## src/sv/gfed_pkg.sv

```systemverilog
// ----------------------------------------------------------------------------
// gfed_pkg
// Shared types, constants and generator tables for the GF(2) erasure decoder.
// ----------------------------------------------------------------------------
package gfed_pkg;

  localparam int unsigned POSITION_BITS = 16;

  localparam logic [2:0] REG_DATA_STRINGS = 3'd0;
  localparam logic [2:0] REG_ROW_FIRST    = 3'd1;
  localparam logic [2:0] REG_ROW_SECOND   = 3'd2;
  localparam logic [2:0] REG_ROW_THIRD    = 3'd3;
  localparam logic [2:0] REG_MESSAGE_BITS = 3'd4;

  typedef struct packed {
    logic [2:0] recv_third;
    logic [2:0] recv_second;
    logic [2:0] recv_first;
  } in_item_t;

  typedef struct packed {
    logic       singular;
    logic       last_chunk;
    logic       chunk_wide;
    logic [2:0] data_third;
    logic [2:0] data_second;
    logic [2:0] data_first;
  } out_item_t;

  // Classified chunk handed from the front to the back.
  typedef struct packed {
    in_item_t recv;
    logic     wide;
    logic     last;
  } job_t;

  typedef struct packed {
    logic [1:0]  data_strings;
    logic [2:0]  row_first;
    logic [2:0]  row_second;
    logic [2:0]  row_third;
    logic [15:0] message_bits;
  } cfg_t;

  typedef enum logic [1:0] {
    INV_IDLE,
    INV_NARROW,
    INV_WIDE,
    INV_DONE
  } inv_state_e;

  // Generator row mask for one bit of one coded row.
  function automatic logic [8:0] gen_mask(input logic three, input logic wide,
                                          input logic [2:0] row, input logic [1:0] bit_i);
    logic [8:0] m;
    m = '0;
    if (!three) begin
      if (wide) begin
        unique case (row[1:0])
          2'd0: m = 9'd1 << bit_i;
          2'd1: m = 9'd8 << bit_i;
          2'd2: m = 9'd9 << bit_i;
          default: m = (bit_i == 2'd2) ? 9'd35 : (9'd10 << bit_i);
        endcase
      end else begin
        unique case (row[1:0])
          2'd0: m = 9'd1 << bit_i[0];
          2'd1: m = 9'd4 << bit_i[0];
          2'd2: m = 9'd5 << bit_i[0];
          default: m = bit_i[0] ? 9'd11 : 9'd6;
        endcase
      end
    end else begin
      if (wide) begin
        unique case (row)
          3'd0: m = 9'd1 << bit_i;
          3'd1: m = 9'd8 << bit_i;
          3'd2: m = 9'd64 << bit_i;
          3'd3: m = 9'd73 << bit_i;
          default: m = (bit_i == 2'd0) ? 9'd83 : (bit_i == 2'd1) ? 9'd166 : 9'd287;
        endcase
      end else begin
        unique case (row)
          3'd0: m = 9'd1 << bit_i[0];
          3'd1: m = 9'd4 << bit_i[0];
          3'd2: m = 9'd16 << bit_i[0];
          3'd3: m = 9'd21 << bit_i[0];
          default: m = bit_i[0] ? 9'd45 : 9'd27;
        endcase
      end
    end
    return m;
  endfunction

endpackage

```

## src/sv/gfed_inverter.sv

```systemverilog
// ----------------------------------------------------------------------------
// gfed_inverter
// Sequential Gauss-Jordan inversion over GF(2), one pivot column a cycle.
// ----------------------------------------------------------------------------
module gfed_inverter (
  input  logic                 clk_i,
  input  logic                 rst_ni,
  input  logic                 start_i,
  input  gfed_pkg::cfg_t       cfg_i,
  output logic                 done_o,
  output logic                 bad_o,
  output logic [5:0][5:0]      inv_narrow_o,
  output logic [8:0][8:0]      inv_wide_o
);
  import gfed_pkg::*;

  inv_state_e state_q, state_d;
  logic [8:0][17:0] aug_q, aug_d;
  logic [3:0] col_q, col_d;
  logic       loaded_q, loaded_d;
  logic       bad_q, bad_d;
  logic [5:0][5:0] nar_q, nar_d;
  logic [8:0][8:0] wid_q, wid_d;

  logic three, wide_phase;
  logic [3:0] n;
  logic [3:0] piv;
  logic       found;
  logic [17:0] prow;
  logic [2:0] rows [3];
  logic [2:0] lim_bad;

  assign three = (cfg_i.data_strings != 2'd2);
  assign wide_phase = (state_q == INV_WIDE);
  assign rows[0] = cfg_i.row_first;
  assign rows[1] = cfg_i.row_second;
  assign rows[2] = cfg_i.row_third;

  always_comb begin
    lim_bad[0] = three ? (rows[0] > 3'd4) : (rows[0] > 3'd3);
    lim_bad[1] = three ? (rows[1] > 3'd4) : (rows[1] > 3'd3);
    lim_bad[2] = three ? (rows[2] > 3'd4) : 1'b0;
  end

  always_comb begin
    unique case ({three, wide_phase})
      2'b00: n = 4'd4;
      2'b01: n = 4'd6;
      2'b10: n = 4'd6;
      default: n = 4'd9;
    endcase
  end

  always_ff @(posedge clk_i or negedge rst_ni) begin
    if (!rst_ni) begin
      state_q  <= INV_IDLE;
      col_q    <= '0;
      loaded_q <= 1'b0;
      bad_q    <= 1'b0;
    end else begin
      state_q  <= state_d;
      col_q    <= col_d;
      loaded_q <= loaded_d;
      bad_q    <= bad_d;
    end
  end

  always_ff @(posedge clk_i) begin
    aug_q <= aug_d;
    nar_q <= nar_d;
    wid_q <= wid_d;
  end

  always_comb begin
    state_d  = state_q;
    col_d    = col_q;
    loaded_d = loaded_q;
    bad_d    = bad_q;
    aug_d    = aug_q;
    nar_d    = nar_q;
    wid_d    = wid_q;
    piv      = 4'd0;
    found    = 1'b0;
    prow     = '0;
    unique case (state_q)
      INV_IDLE: begin
        if (start_i) begin
          state_d  = INV_NARROW;
          loaded_d = 1'b0;
          bad_d    = |lim_bad;
          nar_d    = '0;
          wid_d    = '0;
        end
      end
      INV_NARROW, INV_WIDE: begin
        if (start_i) begin
          state_d  = INV_NARROW;
          loaded_d = 1'b0;
          bad_d    = |lim_bad;
        end else if (bad_q) begin
          nar_d   = '0;
          wid_d   = '0;
          state_d = INV_DONE;
        end else if (!loaded_q) begin
          // load augmented matrix [G | I], identity placed at bit n
          for (int k = 0; k < 9; k++) begin
            aug_d[k] = '0;
            if (4'(k) < n) begin
              if (wide_phase)
                aug_d[k][8:0] = gen_mask(three, 1'b1, rows[k / 3], 2'(k % 3));
              else
                aug_d[k][8:0] = gen_mask(three, 1'b0, rows[k / 2], 2'(k % 2));
              aug_d[k] = aug_d[k] | (18'd1 << ({1'b0, n} + 5'(k)));
            end
          end
          col_d    = '0;
          loaded_d = 1'b1;
        end else if (col_q == n) begin
          for (int k = 0; k < 9; k++) begin
            if (wide_phase) wid_d[k] = 9'(aug_q[k] >> n);
            else if (k < 6) nar_d[k] = 6'(aug_q[k] >> n);
          end
          loaded_d = 1'b0;
          state_d  = wide_phase ? INV_DONE : INV_WIDE;
        end else begin
          for (int r = 8; r >= 0; r--) begin
            if (4'(r) >= col_q && 4'(r) < n && aug_q[r][col_q]) begin
              piv   = 4'(r);
              found = 1'b1;
            end
          end
          if (!found) begin
            bad_d   = 1'b1;
            nar_d   = '0;
            wid_d   = '0;
            state_d = INV_DONE;
          end else begin
            prow = aug_q[piv];
            aug_d[piv] = aug_q[col_q];
            aug_d[col_q] = prow;
            for (int r = 0; r < 9; r++) begin
              if (4'(r) != col_q && aug_d[r][col_q]) aug_d[r] = aug_d[r] ^ prow;
            end
            col_d = col_q + 4'd1;
          end
        end
      end
      default: begin
        if (start_i) begin
          state_d  = INV_NARROW;
          loaded_d = 1'b0;
          bad_d    = |lim_bad;
        end
      end
    endcase
  end

  assign done_o       = (state_q == INV_DONE) && !start_i;
  assign bad_o        = bad_q;
  assign inv_narrow_o = nar_q;
  assign inv_wide_o   = wid_q;

`ifndef SYNTHESIS
  a_col_range: assert property (@(posedge clk_i) disable iff (!rst_ni)
    col_q <= 4'd9) else $error("pivot column out of range");
  a_bad_zero: assert property (@(posedge clk_i) disable iff (!rst_ni)
    (state_q == INV_DONE && bad_q) |-> (nar_q == '0 && wid_q == '0))
    else $error("singular inverse not cleared");
  a_start_restart: assert property (@(posedge clk_i) disable iff (!rst_ni)
    start_i |=> state_q == INV_NARROW) else $error("start did not restart");
`endif
endmodule

```

## src/sv/gfed_front.sv

```systemverilog
// ----------------------------------------------------------------------------
// gfed_front
// Accepts chunks, tracks message position and classifies chunk size.
// ----------------------------------------------------------------------------
module gfed_front (
  input  logic               clk_i,
  input  logic               rst_ni,
  input  logic               restart_i,
  input  logic               inv_done_i,
  input  logic [15:0]        message_bits_i,
  input  logic               in_valid_i,
  output logic               in_stall_o,
  input  gfed_pkg::in_item_t in_data_i,
  output logic               job_valid_o,
  input  logic               job_full_i,
  output gfed_pkg::job_t     job_o
);
  import gfed_pkg::*;

  logic [POSITION_BITS-1:0] pos_q, pos_d;
  logic [POSITION_BITS:0]   pos3, posw;
  logic wide, last, take;

  assign in_stall_o  = job_full_i || !inv_done_i;
  assign take        = in_valid_i && !in_stall_o;
  assign job_valid_o = take;
  assign pos3 = {1'b0, pos_q} + (POSITION_BITS+1)'(3);
  assign wide = (pos3 == (POSITION_BITS+1)'(message_bits_i));
  assign posw = {1'b0, pos_q} + (wide ? (POSITION_BITS+1)'(3) : (POSITION_BITS+1)'(2));
  assign last = (posw >= (POSITION_BITS+1)'(message_bits_i));

  always_comb begin
    job_o.recv = in_data_i;
    job_o.wide = wide;
    job_o.last = last;
    pos_d = pos_q;
    if (restart_i) pos_d = '0;
    else if (take) pos_d = last ? '0 : posw[POSITION_BITS-1:0];
  end

  always_ff @(posedge clk_i or negedge rst_ni) begin
    if (!rst_ni) pos_q <= '0;
    else pos_q <= pos_d;
  end
endmodule

```

## src/sv/gfed_back.sv

```systemverilog
// ----------------------------------------------------------------------------
// gfed_back
// Two-entry job queue and GF(2) matrix-vector product into an output register.
// ----------------------------------------------------------------------------
module gfed_back (
  input  logic                clk_i,
  input  logic                rst_ni,
  input  logic                job_valid_i,
  output logic                job_full_o,
  input  gfed_pkg::job_t      job_i,
  input  logic                three_i,
  input  logic                bad_i,
  input  logic [5:0][5:0]     inv_narrow_i,
  input  logic [8:0][8:0]     inv_wide_i,
  output logic                out_valid_o,
  input  logic                out_stall_i,
  output gfed_pkg::out_item_t out_data_o
);
  import gfed_pkg::*;

  job_t q_mem [2];
  logic [1:0] cnt_q;
  logic rd_q, wr_q;
  logic out_v_q;
  out_item_t out_q, res;
  logic pop, push, load;
  job_t head;
  logic [8:0] y, d;

  assign job_full_o = (cnt_q == 2'd2);
  assign push = job_valid_i;
  assign load = !out_v_q || !out_stall_i;
  assign pop  = (cnt_q != 2'd0) && load;
  assign head = q_mem[rd_q];

  always_comb begin
    y = '0;
    if (head.wide) begin
      y[2:0] = head.recv.recv_first;
      y[5:3] = head.recv.recv_second;
      y[8:6] = three_i ? head.recv.recv_third : 3'd0;
    end else begin
      y[1:0] = head.recv.recv_first[1:0];
      y[3:2] = head.recv.recv_second[1:0];
      y[5:4] = three_i ? head.recv.recv_third[1:0] : 2'd0;
    end
    d = '0;
    for (int k = 0; k < 9; k++) begin
      if (head.wide) d[k] = ^(inv_wide_i[k] & y);
      else if (k < 6) d[k] = ^(inv_narrow_i[k] & y[5:0]);
    end
    res = '0;
    res.chunk_wide = head.wide;
    res.last_chunk = head.last;
    res.singular   = bad_i;
    if (!bad_i) begin
      if (head.wide) begin
        res.data_first  = d[2:0];
        res.data_second = d[5:3];
        res.data_third  = three_i ? d[8:6] : 3'd0;
      end else begin
        res.data_first  = {1'b0, d[1:0]};
        res.data_second = {1'b0, d[3:2]};
        res.data_third  = three_i ? {1'b0, d[5:4]} : 3'd0;
      end
    end
  end

  always_ff @(posedge clk_i) begin
    if (push) q_mem[wr_q] <= job_i;
    if (pop) out_q <= res;
  end

  always_ff @(posedge clk_i or negedge rst_ni) begin
    if (!rst_ni) begin
      cnt_q <= '0; rd_q <= 1'b0; wr_q <= 1'b0; out_v_q <= 1'b0;
    end else begin
      cnt_q <= cnt_q + 2'(push) - 2'(pop);
      if (push) wr_q <= ~wr_q;
      if (pop) rd_q <= ~rd_q;
      if (load) out_v_q <= pop;
    end
  end

  assign out_valid_o = out_v_q;
  assign out_data_o  = out_q;

`ifndef SYNTHESIS
  a_no_overflow: assert property (@(posedge clk_i) disable iff (!rst_ni)
    cnt_q <= 2'd2) else $error("job queue overflow");
  a_hold: assert property (@(posedge clk_i) disable iff (!rst_ni)
    (out_v_q && out_stall_i) |=> (out_v_q && $stable(out_q)))
    else $error("stalled result changed");
  a_push_not_full: assert property (@(posedge clk_i) disable iff (!rst_ni)
    push |-> cnt_q != 2'd2) else $error("push into full queue");
`endif
endmodule

```

## src/sv/gf2_erasure_decoder_unit.sv

```systemverilog
// ----------------------------------------------------------------------------
// gf2_erasure_decoder_unit
// Erasure decoder: front classifies chunks, back multiplies by the inverse.
// ----------------------------------------------------------------------------
// Path: accepted chunk -> job queue -> GF(2) product -> output register.
// Throughput: one chunk per cycle unless the output stalls or the inverter is busy.
// After reset or any register write the inverter runs (one pivot column a cycle,
// both chunk sizes) while input is stalled.
// Reset: asynchronous active low; registers return to their defaults.
module gf2_erasure_decoder_unit (
  input  logic                clk_i,
  input  logic                rst_ni,
  input  logic                psel,
  input  logic                penable,
  input  logic                pwrite,
  input  logic [4:0]          paddr,
  input  logic [31:0]         pwdata,
  output logic [31:0]         prdata,
  output logic                pready,
  input  logic                in_valid_i,
  output logic                in_stall_o,
  input  gfed_pkg::in_item_t  in_data_i,
  output logic                out_valid_o,
  input  logic                out_stall_i,
  output gfed_pkg::out_item_t out_data_o
);
  import gfed_pkg::*;

  cfg_t cfg_q;
  logic wr, start_q, done, bad, job_valid, job_full;
  logic [5:0][5:0] inv_n;
  logic [8:0][8:0] inv_w;
  job_t job;

  assign pready = 1'b1;
  assign wr = psel && penable && pwrite;

  always_ff @(posedge clk_i or negedge rst_ni) begin
    if (!rst_ni) begin
      cfg_q   <= '{data_strings: 2'd3, row_first: 3'd0, row_second: 3'd1,
                   row_third: 3'd2, message_bits: 16'd2};
      start_q <= 1'b1;
    end else begin
      start_q <= wr;
      if (wr) begin
        unique case (paddr[4:2])
          REG_DATA_STRINGS: cfg_q.data_strings <= pwdata[1:0];
          REG_ROW_FIRST:    cfg_q.row_first    <= pwdata[2:0];
          REG_ROW_SECOND:   cfg_q.row_second   <= pwdata[2:0];
          REG_ROW_THIRD:    cfg_q.row_third    <= pwdata[2:0];
          REG_MESSAGE_BITS: cfg_q.message_bits <= pwdata[15:0];
          default: ;
        endcase
      end
    end
  end

  always_comb begin
    prdata = '0;
    unique case (paddr[4:2])
      REG_DATA_STRINGS: prdata = 32'(cfg_q.data_strings);
      REG_ROW_FIRST:    prdata = 32'(cfg_q.row_first);
      REG_ROW_SECOND:   prdata = 32'(cfg_q.row_second);
      REG_ROW_THIRD:    prdata = 32'(cfg_q.row_third);
      REG_MESSAGE_BITS: prdata = 32'(cfg_q.message_bits);
      default:          prdata = '0;
    endcase
  end

  gfed_inverter u_inv (
    .clk_i, .rst_ni, .start_i(start_q || wr), .cfg_i(cfg_q),
    .done_o(done), .bad_o(bad), .inv_narrow_o(inv_n), .inv_wide_o(inv_w)
  );

  gfed_front u_front (
    .clk_i, .rst_ni, .restart_i(wr), .inv_done_i(done),
    .message_bits_i(cfg_q.message_bits), .in_valid_i, .in_stall_o, .in_data_i,
    .job_valid_o(job_valid), .job_full_i(job_full), .job_o(job)
  );

  gfed_back u_back (
    .clk_i, .rst_ni, .job_valid_i(job_valid), .job_full_o(job_full), .job_i(job),
    .three_i(cfg_q.data_strings != 2'd2), .bad_i(bad),
    .inv_narrow_i(inv_n), .inv_wide_i(inv_w),
    .out_valid_o, .out_stall_i, .out_data_o
  );
endmodule

```

## config.mk

```make
export PLATFORM = sky130hd
export DESIGN_NAME = gf2_erasure_decoder_unit
export DESIGN_NICKNAME = d
export VERILOG_FILES = /design/src/sv/gfed_pkg.sv /design/src/sv/gfed_inverter.sv /design/src/sv/gfed_front.sv /design/src/sv/gfed_back.sv /design/src/sv/gf2_erasure_decoder_unit.sv
export SDC_FILE = /design/constraint.sdc
export NUM_CORES = 1
export LEC_CHECK = 0
export ABC_AREA = 1
export BUFFER_PORTS_ARGS = -buffer_cell sky130_fd_sc_hd__buf_4
export CORE_MARGIN = 4
export CORE_UTILIZATION = 25
export CTS_BUF_LIST = sky130_fd_sc_hd__clkbuf_8
export CTS_CLUSTER_DIAMETER = 200
export DETAILED_ROUTE_END_ITERATION = 16
export GPL_TIMING_DRIVEN = 0
export MAX_ROUTING_LAYER = met4
export SETUP_SLACK_MARGIN = 0.4
export SYNTH_ARGS = -nofsm -noshare
export SYNTH_HDL_FRONTEND = slang
export SYNTH_SLANG_ARGS = --single-unit
```

## constraint.sdc

```tcl
create_clock -name clk_i -period 14.07 [get_ports clk_i]
set_input_delay 0 -clock clk_i [delete_from_list [all_inputs] [get_ports clk_i]]
set_output_delay 0 -clock clk_i [all_outputs]
set_load 0.005 [all_outputs]
```

==> reports/qor.yml, run 1 <==
io_pins: 100
final.setup_skew_ns: 0.0675
synth-edff-count: 313
clk_latency_ns: 0.81
hpwl_mm: 207
tightest_slew_ns: 1.58
synth-seq-cells: 370
cts.sinks: 370
clk_pin_slew_worst_paths_ns: 0.07
critPathBufInv: 10
crit_fanout: 11
drt-initial-drc-count: 5108
antenna_found_initial: 26
io_buffers: 64
core_area_mm2: 0.132
rsz0062_at_grt: "no"
ctsLongestPathBuffers: 3
finalCritPeriodShare_pct: 81.9
drv_slew: 29
fp-row-count: 133
cp-start-kind: "flop"
post_drt_wl_per_cell_um: 36.8
via_per_inst: 5.49
drive_above_1_share_pct: 9.25
synth.cell_area_mm2: 0.0332
drc: 0
critical_path_class: "reg -> reg"
cp-end-kind: "flop"
overflow: 0
finalNetCount: 5275
max_slew_margin_pct: -5.06
cts_resized: 0
gp_routability_congestion: 1.05
rrSetupSlack_ns: 2.55
critPathRequiredTime_ns: 14.66
max_stage_delay_ns: 0.99
maxCapViolCount: 4
whs_ns: 0.0899
tritoncts: "done"
first_global_vias: 36000
violations: "capacitance limit, slew limit"
routed_wl_mm: 259
fin_setup_tns_ns: 0
h-tree-depth: 3
hold_path_class: "in -> reg"
top_usage_layer: "met2"
drtAntennaViolNets: 0
final.fill_count: 14900
root_buffer: "clkbuf_8"
synth_cell_types: 67
finalHoldViolCount: 0
cp_slowest_cell: "clkbuf_1"
grt_pass1_wl_mm: 338
ys_seq_area_share_pct: 32.6
first_pass_iters: 8
grt_max_degree: 52
final_cell_mix: "1512 x nand2_1, 572 x inv_1, 346 x o21ai_0, 330 x a21oi_1, 318 x nand3_1"
grt_use_total_pct: 36.8
critPathTopFamily: "buffers and inverters"
avgSynthCellArea_um2: 6.73
die_w_um: 373
synth_ff_type: "edfxtp_1"
status: "finished, violations left"
met3_usage_pct: 5.50
grtUsageMet2_pct: 53.2
async_flop_share_pct: 15.4
die-area_mm2: 0.139
initial_core_util_pct: 25.2
setup_viol: 0
grt_util_met1_pct: 51.3
syn_to_final_growth_pct: 16.6
min_period_ns: 11.52
critPathArrivalTime_ns: 12.11
max_clock_freq_mhz: 86.8
synthCells: 4943
yosysWarnings: 0
dieHeight_um: 373
final_common_cell: "nand2_1"
vias: 38600
worst_path_most_repeated_cell: "nand2_1"
cts-buffers-inserted: 81
-- cell usage after synthesis, types with 16 or more instances --
| master | count | area share [%] |
|---|---|---|
| a22oi_1 | 20 | 0.45 |
| edfxtp_1 | 313 | 28 |
| nor2_1 | 295 | 3.3 |
| ha_1 | 32 | 1.2 |
| nand3_1 | 318 | 4.8 |
| clkbuf_1 | 158 | 1.8 |
| xor2_1 | 222 | 5.8 |
| nor3_1 | 20 | 0.30 |
| o21ai_0 | 348 | 5.2 |
| buf_1 | 24 | 0.27 |
| a21oi_2 | 16 | 0.42 |
| inv_1 | 551 | 6.2 |
| o22ai_1 | 39 | 0.73 |
| clkinv_1 | 17 | 0.19 |
| xnor2_1 | 49 | 1.3 |
| dfrtp_1 | 51 | 3.8 |
| buf_2 | 49 | 0.74 |
| buf_6 | 28 | 0.95 |
| a221oi_1 | 17 | 0.45 |
| nand4_1 | 116 | 2.2 |
| o211ai_1 | 43 | 0.97 |
| o21ai_1 | 56 | 0.84 |
| a21oi_1 | 332 | 5.0 |
| nand2_1 | 1512 | 17 |
| a31oi_1 | 21 | 0.40 |
| nand2_2 | 29 | 0.55 |
| buf_4 | 51 | 1.2 |
| inv_2 | 32 | 0.36 |
-- worst reg2reg max path, delay by kind of cell (launching register included) --
family                   cells  cell delay (ns)
buffers and inverters       10             5.42
AND/OR/NAND/NOR             21             3.79
AO/OA/AOI/OAI                4             0.82
adder cells (fa/ha/maj)      1             0.78
flip-flops                   1             0.54
-- metal layers --
| metal | up-vias | wire length [µm] |
|---|---|---|
| met5 | - | 0 |
| met4 | 0 | 12300 |
| met3 | 353 | 18900 |
| met2 | 1967 | 109000 |
| met1 | 19500 | 118000 |
| li1 | 16800 | - |
-- state kept, by name, summed over array words and instances, names as in the netlist --
signal	count
u_inv.inv_narrow_o	36
cfg_q	27
u_back.q_mem	22
u_back.wr_q	1
u_back.out_valid_o	1
u_back.rd_q	1
u_inv.inv_wide_o	81
u_inv.col_q	4
u_inv.loaded_q	1
u_inv.bad_o	1
u_back.cnt_q	2
u_back.out_data_o	12
u_inv.aug_q	162
start_q	1
u_inv.state_q	2
u_front.pos_q	16
-- cells by family after synthesis --
| group | Yosys count | share of synthesized area, % |
|---|---|---|
| xor+xnor | 271 | 7.14 |
| flops | 370 | 32.6 |
| compound gates | 975 | 16.6 |
| fa+ha+maj | 32 | 1.20 |
| other cells | 2 | 0.0226 |
| simple gates | 2373 | 30.4 |
| buf+inv | 912 | 11.7 |
| mux | 8 | 0.241 |
-- layout make-up --
| cell class | instances | area [µm²] | area share [%] |
|---|---|---|---|
| Antenna cell | 18 | 45.0 | 0.116 |
| Buffer | 311 | 1650 | 4.25 |
| Clock buffer | 90 | 1240 | 3.20 |
| Clock inverter | 58 | 377 | 0.972 |
| Inverter | 601 | 2260 | 5.83 |
| Multi-Input combinational cell | 3676 | 18600 | 48.1 |
| Sequential cell | 370 | 10800 | 28.0 |
| Tap cell | 1755 | 2200 | 5.67 |
| Timing Repair Buffer | 149 | 1520 | 3.93 |
-- final timing paths --
path	to	from	cells past startpoint
max in group asynchronous	u_inv.loaded_q	rst_ni	4
worst max register to register	u_inv.aug_q[42]	cfg_q[25]	36
min in group asynchronous	cfg_q[1]	rst_ni	3
worst min-delay path	start_q	penable	3
worst max-delay path	u_inv.aug_q[42]	cfg_q[25]	36
worst min register to register	cfg_q[25]	cfg_q[25]	2
-- timing repair --
item                                   CTS  global route
endpoints found under the hold margin  106             0
hold buffers                            59             0
setup buffers                            0             0
-- through the flow --
step | cells | setup WS [ns] | instance area [µm²] | util [%]
2_1_floorplan | 4958 | 2.95 | 33300 | -
3_3_place_gp | 6777 | -8.19 | 36000 | 27.3
3_5_place_dp | 6803 | 3.20 | 36500 | 27.7
4_1_cts | 7010 | 3.14 | 38700 | 29.4
5_1_grt | 7019 | 2.90 | 38700 | 29.4
6_report | 7028 | 2.55 | 38800 | 29.4
Power of run 1 is not shown: default switching activity piles up to over one toggle a cycle in this logic, so the estimate is an artifact.
==> run 2, diff against run 1 <==
==> constraint.sdc (replaced) <==
create_clock -name clk_i -period 9.79 [get_ports clk_i]
set_input_delay 0 -clock clk_i [delete_from_list [all_inputs] [get_ports clk_i]]
set_output_delay 0 -clock clk_i [all_outputs]
set_load 0.005 [all_outputs]
==> run 2 against run 1 <==
  * The run still ends with capacitance limit, slew limit left
  * Routed wire length shrank 8.0%
  * Worst hold slack better by 0.0099 ns
  * Clock-buffer cell count fell by 6
  * Critical path depth is 2 lower
  * Via count increased by 0.82%
  * First-iteration DRC count increased by 17%
  * Flip-flop and latch count is the same
  * Global-route usage is 3.0 points lower
  * Fmax up 23%
  * Non-clock buffer count rose by 1
  * Register-to-register slack lost 2.1 ns
  * Core utilization is 0.098 points lower
  * Critical endpoint is now u_inv.aug_q[113]
  * Largest cell class unchanged
==> reports/qor.yml, run 2 (synthesized netlist as in run 1, its figures left out) <==
cts-buffers-inserted: 82  # +1.2%
first_pass_iters: 6  # -2
rsz0062_at_grt: "no"
placed_cell_area_mm2: 0.0363  # -0.44%
top_register: "u_inv.aug_q"
cp-start-kind: "flop"
drive_above_1_share_pct: 9.03  # -0.22 points
clk_latency_ns: 0.88  # +0.07 ns
final.setup_skew_ns: 0.0704  # +0.00289 ns
status: "finished, violations left"
finalNetCount: 5277  # +0.038%
drt-initial-drc-count: 5977  # +17%
met3_length_mm: 22.3  # +18%
whs_ns: 0.0997  # +0.00986 ns
final_cell_mix: "1512 x nand2_1, 575 x inv_1, 346 x o21ai_0, 329 x a21oi_1, 318 x nand3_1"
h-tree-depth: 3  # unchanged
maxCapViolCount: 2  # -2
cp_slowest_cell: "ha_1"
post_drt_wl_per_cell_um: 33.8  # -8.0%
top_layer: "met4"
overflow: 0  # unchanged
io_buffers: 64  # unchanged
die-area_mm2: 0.139  # unchanged
grt_use_total_pct: 33.7  # -3.0 points
finalCritPeriodShare_pct: 95.5  # +14 points
tightest_slew_ns: 1.66  # +0.0804 ns
antenna_found_initial: 19  # -27%
cp-end-kind: "flop"
routed_wl_mm: 238  # -8.0%
critical_path_class: "reg -> reg"
ctsLongestPathBuffers: 3  # unchanged
max_slew_margin_pct: -10.4  # -5.4 points
min_period_ns: 9.35  # -2.17 ns
core_area_mm2: 0.132  # unchanged
wl_met2_mm: 96.9  # -11%
max_stage_delay_ns: 0.56  # -0.43 ns
drtAntennaViolNets: 0  # unchanged
fp-row-count: 133  # unchanged
hpwl_mm: 189  # -8.6%
hold_path_class: "in -> reg"
rrSetupSlack_ns: 0.44  # -2.11 ns
critPathArrivalTime_ns: 9.90  # -2.21 ns
cts.sinks: 370  # unchanged
violations: "capacitance limit, slew limit"
syn_to_final_growth_pct: 16.2
grt_pass1_wl_mm: 314  # -6.9%
crit_fanout: 11  # unchanged
dieHeight_um: 373  # unchanged
finalHoldViolCount: 0  # unchanged
first_global_vias: 35400  # -1.8%
clk_pin_slew_worst_paths_ns: 0.05  # -0.02 ns
worst_path_most_repeated_cell: "nand2_1"
worstHoldPathCells: 4  # +1
wl_met1_mm: 102  # -14%
gp_routability_congestion: 1.07  # +1.8%
die_w_um: 373  # unchanged
max_clock_freq_mhz: 107  # +23%
vias: 38900  # +0.82%
drv_slew: 22  # -24%
root_buffer: "clkbuf_8"
ff2ff_path_depth: 34  # -5.6%
via_per_inst: 5.54  # +0.82%
setup_viol: 0  # unchanged
largest_reg_flops: 162  # unchanged
final_area_mm2: 0.0386  # -0.33%
drc: 0  # unchanged
initial_core_util_pct: 25.2  # unchanged
tritoncts: "done"
grt_max_degree: 52  # unchanged
final_common_cell: "nand2_1"
critPathRequiredTime_ns: 10.34  # -4.32 ns
io_pins: 100  # unchanged
final.fill_count: 14800  # -0.60%
run 2: cell types whose count changed in the layout (fill, tap and decap cells not counted), moves of 3 or more:
| cell | previous run | this run |
|---|---|---|
| diode_2 | 18 | 21 |
| clkbuf_2 | 1 | 4 |
| inv_1 | 572 | 575 |
| clkinv_1 | 34 | 30 |
| dlygate4sd3_1 | 58 | 69 |
| clkbuf_1 | 157 | 153 |
| clkbuf_8 | 90 | 84 |
| buf_6 | 36 | 31 |
| inv_12 | 1 | 4 |
run 2: final cells by class:
| cell class | count | area [µm²] | share of cell area [%] |
|---|---|---|---|
| Multi-Input combinational cell | 3676 | 18600 | 48.2 |
| Sequential cell | 370 | 10800 | 28.0 |
| Inverter | 601 | 2260 | 5.85 |
| Tap cell | 1755 | 2200 | 5.68 |
| Buffer | 310 | 1650 | 4.27 |
| Timing Repair Buffer | 151 | 1500 | 3.88 |
| Clock buffer | 84 | 1160 | 2.99 |
| Clock inverter | 60 | 359 | 0.930 |
| Antenna cell | 21 | 52.6 | 0.136 |
run 2: through the flow:
stage	setup TNS, ns	cells	util, %	worst slack (ns)
3_5_place_dp	-24.77	6794	27.6	-0.586
3_3_place_gp	-1249.18	6777	27.3	-6.13
2_1_floorplan	0	4958	-	1.52
5_1_grt	0	7020	29.3	0.460
4_1_cts	0	7008	29.3	0.435
6_report	0	7028	29.3	0.437
run 2: layer usage:
layer | global-route usage [%] | up-vias
met1 | 45.9 | 19100
met2 | 47.0 | 2527
met5 | - | -
met4 | 19.7 | 0
li1 | - | 16800
met3 | 5.59 | 511
run 2: repair_timing:
item	in CTS	in global routing
resized for setup	4	5
buffers inserted	0	0
hold buffers	70	0
endpoints found under the hold margin	109	0
endpoints found under the setup margin	162	108
run 2: critical path: cells and delay by family (launching register included):
kind                       cells  cell delay [ns]
DFF                            1             0.54
and+or+nand+nor               15             2.38
buffers and inverters         13             4.21
adders and majority gates      1             0.56
AOI/OAI and AO/OA              5             1.29
run 2: worst paths after layout:
| path | start | end |
|---|---|---|
| min reg2reg | u_back.out_valid_o | u_back.out_valid_o |
| max in group asynchronous | rst_ni | cfg_q[24] |
| min | pwdata[0] | cfg_q[25] |
| max | cfg_q[25] | u_inv.aug_q[113] |
| max reg2reg | cfg_q[25] | u_inv.aug_q[113] |
| min in group asynchronous | rst_ni | cfg_q[17] |
Power of run 2 is left out for the same reason.
